===== src/frkt_pkg.sv =====
// ----------------------------------------------------------------------------
// frkt_pkg
// Shared types and constants of the frequency-ranked key table.
// ----------------------------------------------------------------------------
`default_nettype none

package frkt_pkg;

  localparam int unsigned TableDepthDef = 64;
  localparam int unsigned CountBitsDef  = 16;

  localparam int unsigned KeyW     = 32;
  localparam int unsigned CfgW     = 7;
  localparam int unsigned StatusW  = 3;
  localparam int unsigned SlotW    = 6;
  localparam int unsigned UseCntW  = 16;
  localparam int unsigned TotalW   = 32;

  typedef enum logic [0:0] {
    REQ_UPDATE = 1'b0,
    REQ_LOOKUP = 1'b1
  } req_type_e;

  typedef enum logic [StatusW-1:0] {
    ST_HIT      = 3'd0,
    ST_INSERT   = 3'd1,
    ST_RECYCLE  = 3'd2,
    ST_DROP     = 3'd3,
    ST_FOUND    = 3'd4,
    ST_MISS     = 3'd5
  } status_e;

  typedef enum logic [4:0] {
    S_IDLE = 5'b00001,
    S_SCAN = 5'b00010,
    S_WRA  = 5'b00100,
    S_WRB  = 5'b01000,
    S_PUSH = 5'b10000
  } state_e;

endpackage

`default_nettype wire


===== src/frkt_req_if.sv =====
// ----------------------------------------------------------------------------
// frkt_req_if
// Request channel: request type and key with a valid/ready handshake.
// ----------------------------------------------------------------------------
`default_nettype none

interface frkt_req_if import frkt_pkg::*; ();
  logic            valid;
  logic            ready;
  logic            req_type;
  logic [KeyW-1:0] key;

  modport source (output valid, output req_type, output key, input ready);
  modport sink   (input valid, input req_type, input key, output ready);
endinterface

`default_nettype wire


===== src/frkt_rsp_if.sv =====
// ----------------------------------------------------------------------------
// frkt_rsp_if
// Response channel: status, slot, count and update total with valid/ready.
// ----------------------------------------------------------------------------
`default_nettype none

interface frkt_rsp_if import frkt_pkg::*; ();
  logic               valid;
  logic               ready;
  logic [StatusW-1:0] status;
  logic [SlotW-1:0]   slot_index;
  logic [UseCntW-1:0] use_count;
  logic [TotalW-1:0]  update_total;

  modport source (output valid, output status, output slot_index, output use_count,
                  output update_total, input ready);
  modport sink   (input valid, input status, input slot_index, input use_count,
                  input update_total, output ready);
endinterface

`default_nettype wire


===== src/frkt_ram.sv =====
// ----------------------------------------------------------------------------
// frkt_ram
// Generic simple dual-port RAM, one write and one registered read port.
// ----------------------------------------------------------------------------
`default_nettype none

module frkt_ram #(
  parameter int unsigned Width = 8,
  parameter int unsigned Depth = 64
) (
  input  wire logic                     clk_i,
  input  wire logic                     we_i,
  input  wire logic [$clog2(Depth)-1:0] waddr_i,
  input  wire logic [Width-1:0]         wdata_i,
  input  wire logic                     re_i,
  input  wire logic [$clog2(Depth)-1:0] raddr_i,
  output logic      [Width-1:0]         rdata_o
);

  logic [Width-1:0] mem_q [Depth];

  always_ff @(posedge clk_i) begin
    if (we_i) begin
      mem_q[waddr_i] <= wdata_i;
    end
    if (re_i) begin
      rdata_o <= mem_q[raddr_i];
    end
  end

endmodule

`default_nettype wire


===== src/frequency_ranked_key_table.sv =====
// ----------------------------------------------------------------------------
// frequency_ranked_key_table
// Table of keys with use counts, kept in descending count order in one RAM.
// ----------------------------------------------------------------------------
//  Channel   Dir  Handshake        Payload
//  req_i     in   valid/ready      req_type, key
//  rsp_o     out  valid/ready      status, slot_index, use_count, update_total
//  cfg       in   cfg_we_i only    cfg_wdata_i (slots in use)
//
//  One request at a time: the scan reads the occupied slots in use, one RAM
//  read per cycle, up to the match, else every one of them. A lookup or a
//  dropped update then goes to the response register; any other update first
//  passes the write-back state S_WRA, and a hit that swaps also S_WRB.
//  Reset empties the table at once through the fill count; no clearing pass.
//  A request may be accepted while the previous response still waits; the
//  scan result is held until the response register is free.
// ----------------------------------------------------------------------------
`default_nettype none

module frequency_ranked_key_table import frkt_pkg::*; #(
  parameter int unsigned TABLE_DEPTH = TableDepthDef,
  parameter int unsigned COUNT_BITS  = CountBitsDef
) (
  input  wire logic            clk_i,
  input  wire logic            rst_ni,
  frkt_req_if.sink             req_i,
  frkt_rsp_if.source           rsp_o,
  input  wire logic            cfg_we_i,
  input  wire logic [CfgW-1:0] cfg_wdata_i
);

  localparam int unsigned IdxW   = $clog2(TABLE_DEPTH);
  localparam int unsigned NumW   = $clog2(TABLE_DEPTH + 1);
  localparam int unsigned RegW   = (NumW > CfgW) ? NumW : CfgW;
  localparam int unsigned EntW   = KeyW + COUNT_BITS;
  localparam logic [COUNT_BITS-1:0] CntMax = '1;
  localparam logic [COUNT_BITS-1:0] CntOne = COUNT_BITS'(1);

  state_e                state_q, state_d;
  logic [RegW-1:0]       cfg_q;
  logic [NumW-1:0]       fill_q, fill_d;
  logic [TotalW-1:0]     updates_q, updates_d;
  logic                  lookup_q, lookup_d;
  logic [KeyW-1:0]       key_q, key_d;
  logic [NumW-1:0]       n_q, n_d, lim_q, lim_d;
  logic [NumW-1:0]       iss_q, iss_d;
  logic [IdxW-1:0]       chk_q, chk_d;
  logic                  dv_q, dv_d;
  logic [COUNT_BITS-1:0] prev_cnt_q, prev_cnt_d;
  logic [IdxW-1:0]       run_start_q, run_start_d;
  logic [KeyW-1:0]       run_key_q, run_key_d;
  logic                  wa_en_q, wa_en_d, wb_en_q, wb_en_d;
  logic [IdxW-1:0]       wa_addr_q, wa_addr_d, wb_addr_q, wb_addr_d;
  logic [EntW-1:0]       wa_data_q, wa_data_d, wb_data_q, wb_data_d;
  status_e               res_status_q, res_status_d;
  logic [IdxW-1:0]       res_slot_q, res_slot_d;
  logic [COUNT_BITS-1:0] res_cnt_q, res_cnt_d;
  logic                  rsp_valid_q, rsp_valid_d;
  logic [StatusW-1:0]    rsp_status_q, rsp_status_d;
  logic [SlotW-1:0]      rsp_slot_q, rsp_slot_d;
  logic [UseCntW-1:0]    rsp_cnt_q, rsp_cnt_d;
  logic [TotalW-1:0]     rsp_total_q, rsp_total_d;

  logic                  req_fire;
  logic [NumW-1:0]       n_c, lim_c;
  logic                  ram_we, ram_re;
  logic [IdxW-1:0]       ram_waddr;
  logic [EntW-1:0]       ram_wdata, ram_rdata;
  logic [KeyW-1:0]       rd_key;
  logic [COUNT_BITS-1:0] rd_cnt, cnt_inc;
  logic                  match, is_last, run_new;
  logic [IdxW-1:0]       start_now;
  logic [KeyW-1:0]       rkey_now;
  logic [31:0]           slot_ext, cnt_ext;

  assign req_i.ready = (state_q == S_IDLE);
  assign req_fire    = req_i.valid && req_i.ready;

  // Effective slots in use: zero acts as one, anything above the depth as the depth.
  assign n_c = (cfg_q == '0) ? NumW'(1) :
               (cfg_q > RegW'(TABLE_DEPTH)) ? NumW'(TABLE_DEPTH) : NumW'(cfg_q);
  // Occupied slots always form a prefix, so the scan stops at the fill count or the slots in use, whichever is lower.
  assign lim_c = (fill_q < n_c) ? fill_q : n_c;

  assign ram_re    = (state_q == S_SCAN) && (iss_q < lim_q);
  assign ram_we    = ((state_q == S_WRA) && wa_en_q) || ((state_q == S_WRB) && wb_en_q);
  assign ram_waddr = (state_q == S_WRB) ? wb_addr_q : wa_addr_q;
  assign ram_wdata = (state_q == S_WRB) ? wb_data_q : wa_data_q;

  frkt_ram #(
    .Width (EntW),
    .Depth (TABLE_DEPTH)
  ) u_ram (
    .clk_i   (clk_i),
    .we_i    (ram_we),
    .waddr_i (ram_waddr),
    .wdata_i (ram_wdata),
    .re_i    (ram_re),
    .raddr_i (iss_q[IdxW-1:0]),
    .rdata_o (ram_rdata)
  );

  assign rd_key  = ram_rdata[EntW-1 -: KeyW];
  assign rd_cnt  = ram_rdata[COUNT_BITS-1:0];
  assign cnt_inc = (rd_cnt == CntMax) ? rd_cnt : rd_cnt + CntOne;
  assign match   = dv_q && (rd_key == key_q);
  assign is_last = dv_q && (NumW'(chk_q) == lim_q - NumW'(1));

  // Track the first slot of the current run of equal counts. Since the order is
  // descending, that slot is the first one whose count is below the new count.
  assign run_new   = (chk_q == '0) || (rd_cnt != prev_cnt_q);
  assign start_now = run_new ? chk_q : run_start_q;
  assign rkey_now  = run_new ? rd_key : run_key_q;

  assign slot_ext = 32'(res_slot_q);
  assign cnt_ext  = 32'(res_cnt_q);

  always_comb begin
    state_d      = state_q;
    fill_d       = fill_q;
    updates_d    = updates_q;
    lookup_d     = lookup_q;
    key_d        = key_q;
    n_d          = n_q;
    lim_d        = lim_q;
    iss_d        = iss_q;
    chk_d        = chk_q;
    dv_d         = dv_q;
    prev_cnt_d   = prev_cnt_q;
    run_start_d  = run_start_q;
    run_key_d    = run_key_q;
    wa_en_d      = wa_en_q;
    wa_addr_d    = wa_addr_q;
    wa_data_d    = wa_data_q;
    wb_en_d      = wb_en_q;
    wb_addr_d    = wb_addr_q;
    wb_data_d    = wb_data_q;
    res_status_d = res_status_q;
    res_slot_d   = res_slot_q;
    res_cnt_d    = res_cnt_q;
    rsp_valid_d  = rsp_valid_q && !rsp_o.ready;
    rsp_status_d = rsp_status_q;
    rsp_slot_d   = rsp_slot_q;
    rsp_cnt_d    = rsp_cnt_q;
    rsp_total_d  = rsp_total_q;

    case (state_q)
      S_IDLE: begin
        if (req_fire) begin
          lookup_d = (req_i.req_type == REQ_LOOKUP);
          key_d    = req_i.key;
          n_d      = n_c;
          lim_d    = lim_c;
          iss_d    = '0;
          dv_d     = 1'b0;
          wa_en_d  = 1'b0;
          wb_en_d  = 1'b0;
          if (req_i.req_type == REQ_UPDATE) begin
            updates_d = updates_q + TotalW'(1);
          end
          state_d = S_SCAN;
        end
      end
      S_SCAN: begin
        dv_d  = ram_re;
        chk_d = iss_q[IdxW-1:0];
        if (ram_re) begin
          iss_d = iss_q + NumW'(1);
        end
        if (dv_q) begin
          prev_cnt_d  = rd_cnt;
          run_start_d = start_now;
          run_key_d   = rkey_now;
        end
        if (match) begin
          res_slot_d = chk_q;
          if (lookup_q) begin
            res_status_d = ST_FOUND;
            res_cnt_d    = rd_cnt;
            state_d      = S_PUSH;
          end else begin
            res_status_d = ST_HIT;
            res_cnt_d    = cnt_inc;
            state_d      = S_WRA;
            if (rd_cnt != CntMax) begin
              wa_en_d   = 1'b1;
              wa_addr_d = chk_q;
              if (start_now != chk_q) begin
                wa_data_d = {rkey_now, rd_cnt};
                wb_en_d   = 1'b1;
                wb_addr_d = start_now;
                wb_data_d = {key_q, cnt_inc};
              end else begin
                wa_data_d = {key_q, cnt_inc};
              end
            end
          end
        end else if ((lim_q == '0) || is_last) begin
          res_slot_d = '0;
          res_cnt_d  = '0;
          if (lookup_q) begin
            res_status_d = ST_MISS;
            state_d      = S_PUSH;
          end else if (lim_q < n_q) begin
            res_status_d = ST_INSERT;
            res_slot_d   = lim_q[IdxW-1:0];
            res_cnt_d    = CntOne;
            wa_en_d      = 1'b1;
            wa_addr_d    = lim_q[IdxW-1:0];
            wa_data_d    = {key_q, CntOne};
            fill_d       = fill_q + NumW'(1);
            state_d      = S_WRA;
          end else if (rd_cnt == CntOne) begin
            // Table full and the last slot seen only once: it takes the new key.
            res_status_d = ST_RECYCLE;
            res_slot_d   = chk_q;
            res_cnt_d    = CntOne;
            wa_en_d      = 1'b1;
            wa_addr_d    = chk_q;
            wa_data_d    = {key_q, CntOne};
            state_d      = S_WRA;
          end else begin
            res_status_d = ST_DROP;
            state_d      = S_PUSH;
          end
        end
      end
      S_WRA: begin
        state_d = wb_en_q ? S_WRB : S_PUSH;
      end
      S_WRB: begin
        state_d = S_PUSH;
      end
      S_PUSH: begin
        if (!rsp_valid_q || rsp_o.ready) begin
          rsp_valid_d  = 1'b1;
          rsp_status_d = res_status_q;
          rsp_slot_d   = slot_ext[SlotW-1:0];
          rsp_cnt_d    = cnt_ext[UseCntW-1:0];
          rsp_total_d  = updates_q;
          state_d      = S_IDLE;
        end
      end
      default: begin
        state_d = S_IDLE;
      end
    endcase
  end

  always_ff @(posedge clk_i or negedge rst_ni) begin
    if (!rst_ni) begin
      state_q     <= S_IDLE;
      cfg_q       <= RegW'(TABLE_DEPTH);
      fill_q      <= '0;
      updates_q   <= '0;
      dv_q        <= 1'b0;
      wa_en_q     <= 1'b0;
      wb_en_q     <= 1'b0;
      rsp_valid_q <= 1'b0;
    end else begin
      state_q     <= state_d;
      fill_q      <= fill_d;
      updates_q   <= updates_d;
      dv_q        <= dv_d;
      wa_en_q     <= wa_en_d;
      wb_en_q     <= wb_en_d;
      rsp_valid_q <= rsp_valid_d;
      if (cfg_we_i) begin
        cfg_q <= RegW'(cfg_wdata_i);
      end
    end
  end

  always_ff @(posedge clk_i) begin
    lookup_q     <= lookup_d;
    key_q        <= key_d;
    n_q          <= n_d;
    lim_q        <= lim_d;
    iss_q        <= iss_d;
    chk_q        <= chk_d;
    prev_cnt_q   <= prev_cnt_d;
    run_start_q  <= run_start_d;
    run_key_q    <= run_key_d;
    wa_addr_q    <= wa_addr_d;
    wa_data_q    <= wa_data_d;
    wb_addr_q    <= wb_addr_d;
    wb_data_q    <= wb_data_d;
    res_status_q <= res_status_d;
    res_slot_q   <= res_slot_d;
    res_cnt_q    <= res_cnt_d;
    rsp_status_q <= rsp_status_d;
    rsp_slot_q   <= rsp_slot_d;
    rsp_cnt_q    <= rsp_cnt_d;
    rsp_total_q  <= rsp_total_d;
  end

  assign rsp_o.valid        = rsp_valid_q;
  assign rsp_o.status       = rsp_status_q;
  assign rsp_o.slot_index   = rsp_slot_q;
  assign rsp_o.use_count    = rsp_cnt_q;
  assign rsp_o.update_total = rsp_total_q;

endmodule

`default_nettype wire


===== src/flat_wrapper.sv =====
// flat-port wrapper written by rule: the top's interface ports become plain ports
module frequency_ranked_key_table_flat import frkt_pkg::*;
#(
  parameter int unsigned TABLE_DEPTH = TableDepthDef,
  parameter int unsigned COUNT_BITS  = CountBitsDef
)
  (clk_i, rst_ni, cfg_we_i, cfg_wdata_i, req_i_valid, req_i_req_type, req_i_key, req_i_ready, rsp_o_valid, rsp_o_status, rsp_o_slot_index, rsp_o_use_count, rsp_o_update_total, rsp_o_ready);
  frkt_req_if req_i_i ();
  frkt_rsp_if rsp_o_i ();
  input  wire logic clk_i;
  input  wire logic rst_ni;
  input  wire logic cfg_we_i;
  input  wire logic [CfgW-1:0] cfg_wdata_i;
  input wire logic [$bits(req_i_i.valid)-1:0] req_i_valid;
  input wire logic [$bits(req_i_i.req_type)-1:0] req_i_req_type;
  input wire logic [$bits(req_i_i.key)-1:0] req_i_key;
  output wire logic [$bits(req_i_i.ready)-1:0] req_i_ready;
  output wire logic [$bits(rsp_o_i.valid)-1:0] rsp_o_valid;
  output wire logic [$bits(rsp_o_i.status)-1:0] rsp_o_status;
  output wire logic [$bits(rsp_o_i.slot_index)-1:0] rsp_o_slot_index;
  output wire logic [$bits(rsp_o_i.use_count)-1:0] rsp_o_use_count;
  output wire logic [$bits(rsp_o_i.update_total)-1:0] rsp_o_update_total;
  input wire logic [$bits(rsp_o_i.ready)-1:0] rsp_o_ready;
  assign req_i_i.valid = req_i_valid;
  assign req_i_i.req_type = req_i_req_type;
  assign req_i_i.key = req_i_key;
  assign req_i_ready = req_i_i.ready;
  assign rsp_o_valid = rsp_o_i.valid;
  assign rsp_o_status = rsp_o_i.status;
  assign rsp_o_slot_index = rsp_o_i.slot_index;
  assign rsp_o_use_count = rsp_o_i.use_count;
  assign rsp_o_update_total = rsp_o_i.update_total;
  assign rsp_o_i.ready = rsp_o_ready;
  frequency_ranked_key_table #(.TABLE_DEPTH(TABLE_DEPTH), .COUNT_BITS(COUNT_BITS)) u_core (.clk_i(clk_i), .rst_ni(rst_ni), .req_i(req_i_i), .rsp_o(rsp_o_i), .cfg_we_i(cfg_we_i), .cfg_wdata_i(cfg_wdata_i));
endmodule

===== config.mk =====
export PLATFORM = sky130hd
export DESIGN_NAME = frequency_ranked_key_table_flat
export DESIGN_NICKNAME = d
export VERILOG_FILES = /design/src/frkt_pkg.sv /design/src/frkt_req_if.sv /design/src/frkt_rsp_if.sv /design/src/frkt_ram.sv /design/src/frequency_ranked_key_table.sv /design/src/flat_wrapper.sv
export SDC_FILE = /design/constraint.sdc
export NUM_CORES = 2
export LEC_CHECK = 0
export BUFFER_PORTS_ARGS = -buffer_cell sky130_fd_sc_hd__clkbuf_2
export CAP_MARGIN = 5
export CORE_ASPECT_RATIO = 1.2
export CORE_MARGIN = 5
export CORE_UTILIZATION = 30
export DETAILED_ROUTE_END_ITERATION = 10
export MAX_ROUTING_LAYER = met4
export PLACE_DENSITY = 0.49
export SKIP_LAST_GASP = 1
export SLEW_MARGIN = 15
export SYNTH_ARGS = -nofsm -noshare
export SYNTH_HDL_FRONTEND = slang
export SYNTH_SLANG_ARGS = --single-unit

===== constraint.sdc =====
create_clock -name clk_i -period 8.9 [get_ports clk_i]
set_input_delay 0.445 -clock clk_i [delete_from_list [all_inputs] [get_ports clk_i]]
set_output_delay 0.445 -clock clk_i [all_outputs]
set_load 0.01 [all_outputs]

### Word-level counts from Yosys, hierarchy flattened

Memories as Yosys holds them, arrays and structs flattened. A register that Yosys moved wholly into a read port is not among the register bits.
Cells that the tools add are included.

| storage, ports and cells | value |
|---|---|
| output and inout bits | 59 |
| bits in writable memories | 3072 |
| input port bits | 45 |
| memory bits (read-only) | 0 |
| register bits after elaboration | 359 |
| memories kept | 1 |
| latch bits | 0 |

Memory list:

| memory | depth | width | read ports | clocked after Yosys merged registers in | write ports | RTL line | source |
|---|---|---|---|---|---|---|---|
| u_core.u_ram.mem_q | 64 | 48 | 1 | 1 | 1 | frkt_ram.sv:20 | `logic [Width-1:0] mem_q [Depth];` |

| cells by class | value |
|---|---|
| mux-type cells | 72 |
| add/sub/neg operators | 5 |
| eq/ne operators | 23 |
| shift operators | 0 |
| multipliers | 0 |
| bitwise logic cells | 3 |
| order comparisons | 4 |
| reductions and logical operators | 32 |
| div/mod/pow operators | 0 |

Operators with widths:

| operator | count |
|---|---|
| $mux W48 | 9 |
| $mux W16 | 6 |
| $mux W6 | 14 |
| $mux W5 | 9 |
| $mux W7 | 5 |
| $add A32 B1 Y32 const B | 1 |
| $eq A32 B32 Y1 | 1 |
| $mux W32 | 1 |
| $pmux W5 S5 | 1 |
| $lt A7 B7 Y1 | 3 |
| $mux W1 | 18 |
| $add A16 B1 Y16 const B | 1 |
| $eq A16 B1 Y1 const B | 1 |
| $eq A16 B16 Y1 const B | 1 |
| $ne A16 B16 Y1 | 1 |
| $ne A16 B16 Y1 const B | 1 |
| $mux W3 | 5 |
| $reduce_and A5 Y1 | 3 |
| $add A7 B1 Y7 const B | 2 |
| $logic_not A7 Y1 | 2 |
| $pmux W7 S2 | 1 |
| $reduce_and A6 Y1 | 2 |
| $ne A2 B2 Y1 const B | 5 |
| $reduce_and A2 Y1 | 5 |
| 22 further kinds | 41 |

### Logic depth before layout (Yosys ltp)

| depth | value |
|---|---|
| word-level depth | 9 |
| depth in mapped cells | 10 |

### Cells and area by module

Synthesis repeated with hierarchy kept, for this count alone.

| second synthesis, totals | value |
|---|---|
| cells, all modules | 6344 |
| area, all modules | 134611.6 sq um |

By module, submodules not included:

| module | cells each | area each (sq um) | times used | seq. area each (sq um) |
|---|---|---|---|---|
| frkt_ram | 5247 | 118671.3 | 1 | 93689.9 |
| frequency_ranked_key_table | 1097 | 15940.3 | 1 | 10507.6 |

### Least setup slack after synthesis

OpenSTA, ideal clock, no wires.

| path | value |
|---|---|
| kind | flip-flop to flip-flop |
| from | reg u_core.key_q[8] |
| to | reg u_core.wb_addr_q[0], enable pin |
| buffers on the path | 0 |
| period minus slack after synthesis | 7.469 ns |
| stages on the path, launching flop included | 6 |
| path slack | 1.431 ns |
| data arrival time | 6.866 ns |
| cells stage by stage | edfxtp_1 xor2_1 nor4_1 nand4_1 or4_1 nor4_1 |

| on the way | value |
|---|---|
| cells in the longest elaborated chain, start to end | 3 |

Ends and longest elaborated chain:

| what | RTL line | source |
|---|---|---|
| from (decl) | frequency_ranked_key_table.sv:44 | `logic [KeyW-1:0] key_q, key_d;` |
| from (signal assigned) | frequency_ranked_key_table.sv:276 | `key_q <= key_d;` |
| $eq A32 B32 Y1 | frequency_ranked_key_table.sv:106 | `assign match = dv_q && (rd_key == key_q);` |
| $logic_and A1 B1 Y1 | frequency_ranked_key_table.sv:106 |  |
| $reduce_and A5 Y1 (no source line) | n/a |  |
| to (signal assigned) | frequency_ranked_key_table.sv:286 | `wb_addr_q <= wb_addr_d;` |
| to (decl) | frequency_ranked_key_table.sv:53 | `logic [IdxW-1:0] wa_addr_q, wa_addr_d, wb_addr_q, wb_addr_d;` |

Every way passes these cells.
A chain may end at the register's enable or synchronous reset.

### Worst setup path after layout

| path | value |
|---|---|
| from | reg u_core.state_q[0] |
| to | mem u_core.u_ram.mem_q[41][24] in the netlist's numbering, enable pin |

| on the way | value |
|---|---|
| cells in the longest elaborated chain, start to end | 5 |

Ends and longest elaborated chain:

| what | RTL line | source |
|---|---|---|
| from (decl) | frequency_ranked_key_table.sv:39 | `state_e state_q, state_d;` |
| from (signal assigned) | frequency_ranked_key_table.sv:261 | `state_q <= state_d;` |
| $eq A5 B3 Y1 / $eq A5 B4 Y1 (equally long branches) | frequency_ranked_key_table.sv:86, frequency_ranked_key_table.sv:87 |  |
| $logic_and A1 B1 Y1 | frequency_ranked_key_table.sv:86 | `assign ram_we = ((state_q == S_WRA) && wa_en_q) \|\| ((state_q == S_WRB) && wb_en_q);` |
| $logic_or A1 B1 Y1 | frequency_ranked_key_table.sv:86 |  |
| $mux W1 | frkt_ram.sv:23 | `if (we_i) begin` |
| $mux W1 (not written as such) | frkt_ram.sv:24 | `mem_q[waddr_i] <= wdata_i;` |
| to (decl) | frkt_ram.sv:20 |  |

Several ways; a longest one is shown, not always the timed one.

==> impl_summary.log <==
[metrics] beginning of the worst register-to-register path: u_core.state_q[0]
[metrics] startpoint of the worst setup timing path: u_core.state_q[0]
[metrics] most frequent standard cell in the layout excluding fill and tap cells: sky130_fd_sc_hd__edfxtp_1
[metrics] average vias per placed instance: 5.05
[metrics] Clock Pin Slew Worst Setup and Hold Paths: 0.07 ns
[metrics] CP max FO: 49
[metrics] number of clock sinks: 3,479
[metrics] Post CTS Setup Buffer Count: 0
[metrics] reg-to-reg endpoint: u_core.u_ram.mem_q[41][24]
[metrics] post-synthesis instance area: 0.134 mm²
[metrics] maximum clock frequency: 0.194 GHz
[metrics] vias in the first global route: 63,900
[metrics] reg-to-reg setup timing slack: 3.73 ns
[metrics] Die Y: 741 µm
[metrics] count of different cell masters after synthesis: 55
[metrics] Root Buffer: sky130_fd_sc_hd__clkbuf_16
[metrics] number of antenna-violating nets in the routed design: 0
[metrics] grt ovf: 0
[metrics] instance count of the mapped netlist: 5,683
[metrics] worst hold slack: 0.223 ns
[metrics] number of standard-cell rows in the floorplan: 268
[metrics] first drt pass iteration count: 5
[metrics] EDFF count, synth: 3,424
[metrics] width of the die: 619 µm
[metrics] post-route setup TNS: 0 ns
[metrics] min cycle time layout: 5.17 ns
[metrics] cell seen most often among critical-path stages: sky130_fd_sc_hd__nand2_1
[metrics] endpoint class of the critical path: flop
[metrics] initial core utilization: 0.301
[metrics] Worst Path Required: 9.40 ns
[metrics] final worst path period share: 0.581
[metrics] Max stage delay cell, worst path: sky130_fd_sc_hd__nor2_4
[metrics] leakage power: 47.6 nW
[metrics] count of instances resized after the clock tree is built: 0
[metrics] Max Buffers Root-to-Sink: 4
[metrics] Cell Chain, Critical Path: nor3_1 -> nand3b_1 -> buf_4 -> nand2_1 -> nand2_1 -> nand2_1 -> nor2_4 -> buf_4
[metrics] fraction of the yosys area taken by sequential cells: 0.779
[metrics] cells on worst reg2reg path: 8
[metrics] asr flop ratio synth: 0.0158
[metrics] path category of the worst min-delay check: in2async
[metrics] Setup crit start kind: flop
[metrics] count of endpoints failing setup in the final report: 0
[metrics] max-cap violations: 0
[metrics] total vias in the final route: 62,200
[metrics] htree depth: 5
[metrics] DRC: 0
[metrics] pin count of the biggest net entering global routing: 116
[metrics] outcome: completed
[metrics] critical path endpoint: u_core.u_ram.mem_q[41][24]
[metrics] Num CTS Buffers: 347
[metrics] Floorplan Core Area: 0.444 mm²
[metrics] Pins Over Slew Limit: 0
[metrics] power per standard cell area: 275 mW/mm²
[metrics] highest cell delay on the worst timing path: 0.96 ns
[metrics] setup repair after global routing missed its margin: no
[metrics] Iter 0 DRT Violations: 6,994
[metrics] Final Hold Fails: 0
[metrics] placed wire-length estimate after detailed placement: 212,000 µm
[metrics] total detailed-routing wirelength: 376,000 µm
[metrics] largest clock skew in the final design: 0.0731 ns
[metrics] total nets after synthesis: 5,753
[metrics] number of register bits inferred by synthesis: 3,479
[metrics] clock latency at the later pin of the worst-skew pair: 0.93 ns
[metrics] RD Place Congestion: 0.820
[metrics] Yosys Warn Count: 0
[metrics] synthesized area per cell: 23.5 µm²
[metrics] final-stage net count: 6,159
[metrics] Port Buffer Count: 103
[metrics] CTS tree: built
[metrics] average wire per cell in the routed design: 30.5 µm
[metrics] Die Area: 0.459 mm²
[metrics] most frequent cells in the layout: 3,424 x sky130_fd_sc_hd__edfxtp_1, 1,008 x sky130_fd_sc_hd__mux4_2, 356 x sky130_fd_sc_hd__clkbuf_16, 193 x sky130_fd_sc_hd__nand2_1, 181 x sky130_fd_sc_hd__buf_4
[metrics] area delta synth->final: 15.5%
[metrics] critical setup path kind: reg2reg
[metrics] antenna violations before repair: 43
[metrics] global-route wire length before repair: 523,000 µm
[metrics] total routing usage reported by global routing: 0.165
[metrics] prevailing post-synth register cell: sky130_fd_sc_hd__edfxtp_1
[metrics] data arrival time of the critical path: 5.67 ns
[metrics] measured slew at the worst slew-check pin: 1.16 ns
[metrics] fraction of final layout cells with drive strength greater than 1: 0.311
[metrics] relative slew slack: 0.225
[metrics] number of placed I/O pins: 104
[metrics] worst ir drop on vdd: 0.000212 V
==> critical path: cells and delay by family, from the launching register on <==
family | cells | cell delay [ns]
buffers and inverters | 2 | 1.41
DFF | 1 | 0.58
and+or+nand+nor | 6 | 2.67
==> registers in the layout, indices dropped and copies added, names as in the netlist, 16 cells and up <==
name and cells:
u_core.res_cnt_q 16, u_core.updates_q 32, u_core.wa_data_q 48, u_core.prev_cnt_q 16, u_core.u_ram.mem_q 3072, u_core.rsp_o.update_total 32
u_core.key_q 32, u_core.rsp_o.use_count 16, u_core.wb_data_q 48, u_core.run_key_q 32, u_core.u_ram.rdata_o 48
==> logic make-up (layout without fill, tap and decap cells) <==
kind of cell,count (synthesis),in the layout,synth area share
multiplexers,1103,1103,0.178
AO/OA/AOI/OAI,97,97,0.00453
flip-flops,3479,3479,0.779
adder cells (fa/ha/maj),25,25,0.00234
other,0,11,0
XOR/XNOR,131,131,0.00858
buffers and inverters,333,1012,0.0101
AND/OR/NAND/NOR,515,515,0.0175
==> Yosys cell counts, drive strengths merged, types with 18 or more instances <==
library cell	n	share of area
a21oi	25	0.00094
nand3	39	0.0015
nor4	20	0.00094
mux2	81	0.0068
inv	37	0.0010
mux4	1008	0.17
dfrtp	53	0.0099
nor2	127	0.0036
nand2	208	0.0058
o21ai	22	0.00082
nor3	25	0.00094
buf	123	0.0042
ha	25	0.0023
clkbuf	173	0.0049
edfxtp	3424	0.77
xor2	51	0.0033
nand4	18	0.00084
and3	19	0.00089
xnor2	80	0.0052
==> report_power, final <==
part           internal (W)  switching, W
Sequential           0.0181      0.000283
Clock               0.00827       0.00629
Combinational       0.00435       0.00517
Total                0.0307        0.0117
==> routing by layer <==
layer  track usage  vias to the layer above  wire length [µm]
li1              -                    24900                 -
met1         0.220                    34600            157000
met2         0.270                     2192            187000
met3        0.0241                      490             23500
met4        0.0362                        0              8510
met5             -                        -                 0
==> worst min-delay path by stage <==
stage                         startpoint                          to  slack [ns]  depth (start not counted)
global route               req_i_key[30]            u_core.key_q[30]        0.20                          2
finish                            rst_ni        u_core.updates_q[17]        0.22                          3
CTS                               rst_ni         u_core.updates_q[2]        0.16                          3
detailed placement  u_core.res_cnt_q[12]  u_core.rsp_o.use_count[12]        0.40                          0
global placement     u_core.res_cnt_q[0]   u_core.rsp_o.use_count[0]        0.41                          0
floorplan                         rst_ni             u_core.cfg_q[0]        0.15                          0
==> cell type report <==
class	instances	area, µm²
fillers	41000	290000
repair buffers	353	2740
well taps	5940	7430
clock inverters	205	1980
inverters	37	139
clock buffers	417	9170
flip-flops and latches	3479	104000
diodes	11	27.5
multi-input cells	1871	28800
==> through the flow <==
| step | cell area [µm²] | std cells | util | worst slack (ns) | power (W) |
|---|---|---|---|---|---|
| floorplan | 134000 | 5683 | - | 1.43 | 0.0248 |
| finish | 154000 | 12300 | 0.348 | 3.73 | 0.0425 |
| CTS | 154000 | 12300 | 0.348 | 3.73 | 0.0431 |
| global route | 154000 | 12300 | 0.348 | 3.56 | 0.0440 |
| detailed placement | 143000 | 11600 | 0.321 | 3.83 | 0.0285 |
| global placement | 143000 | 11600 | 0.321 | 3.80 | 0.0284 |
==> repair_timing <==
item | CTS | global route
endpoints found under the setup margin | 0 | 0
hold buffers | 52 | 0
endpoints found under the hold margin | 108 | 0
Power figures use the tool's default switching activity.
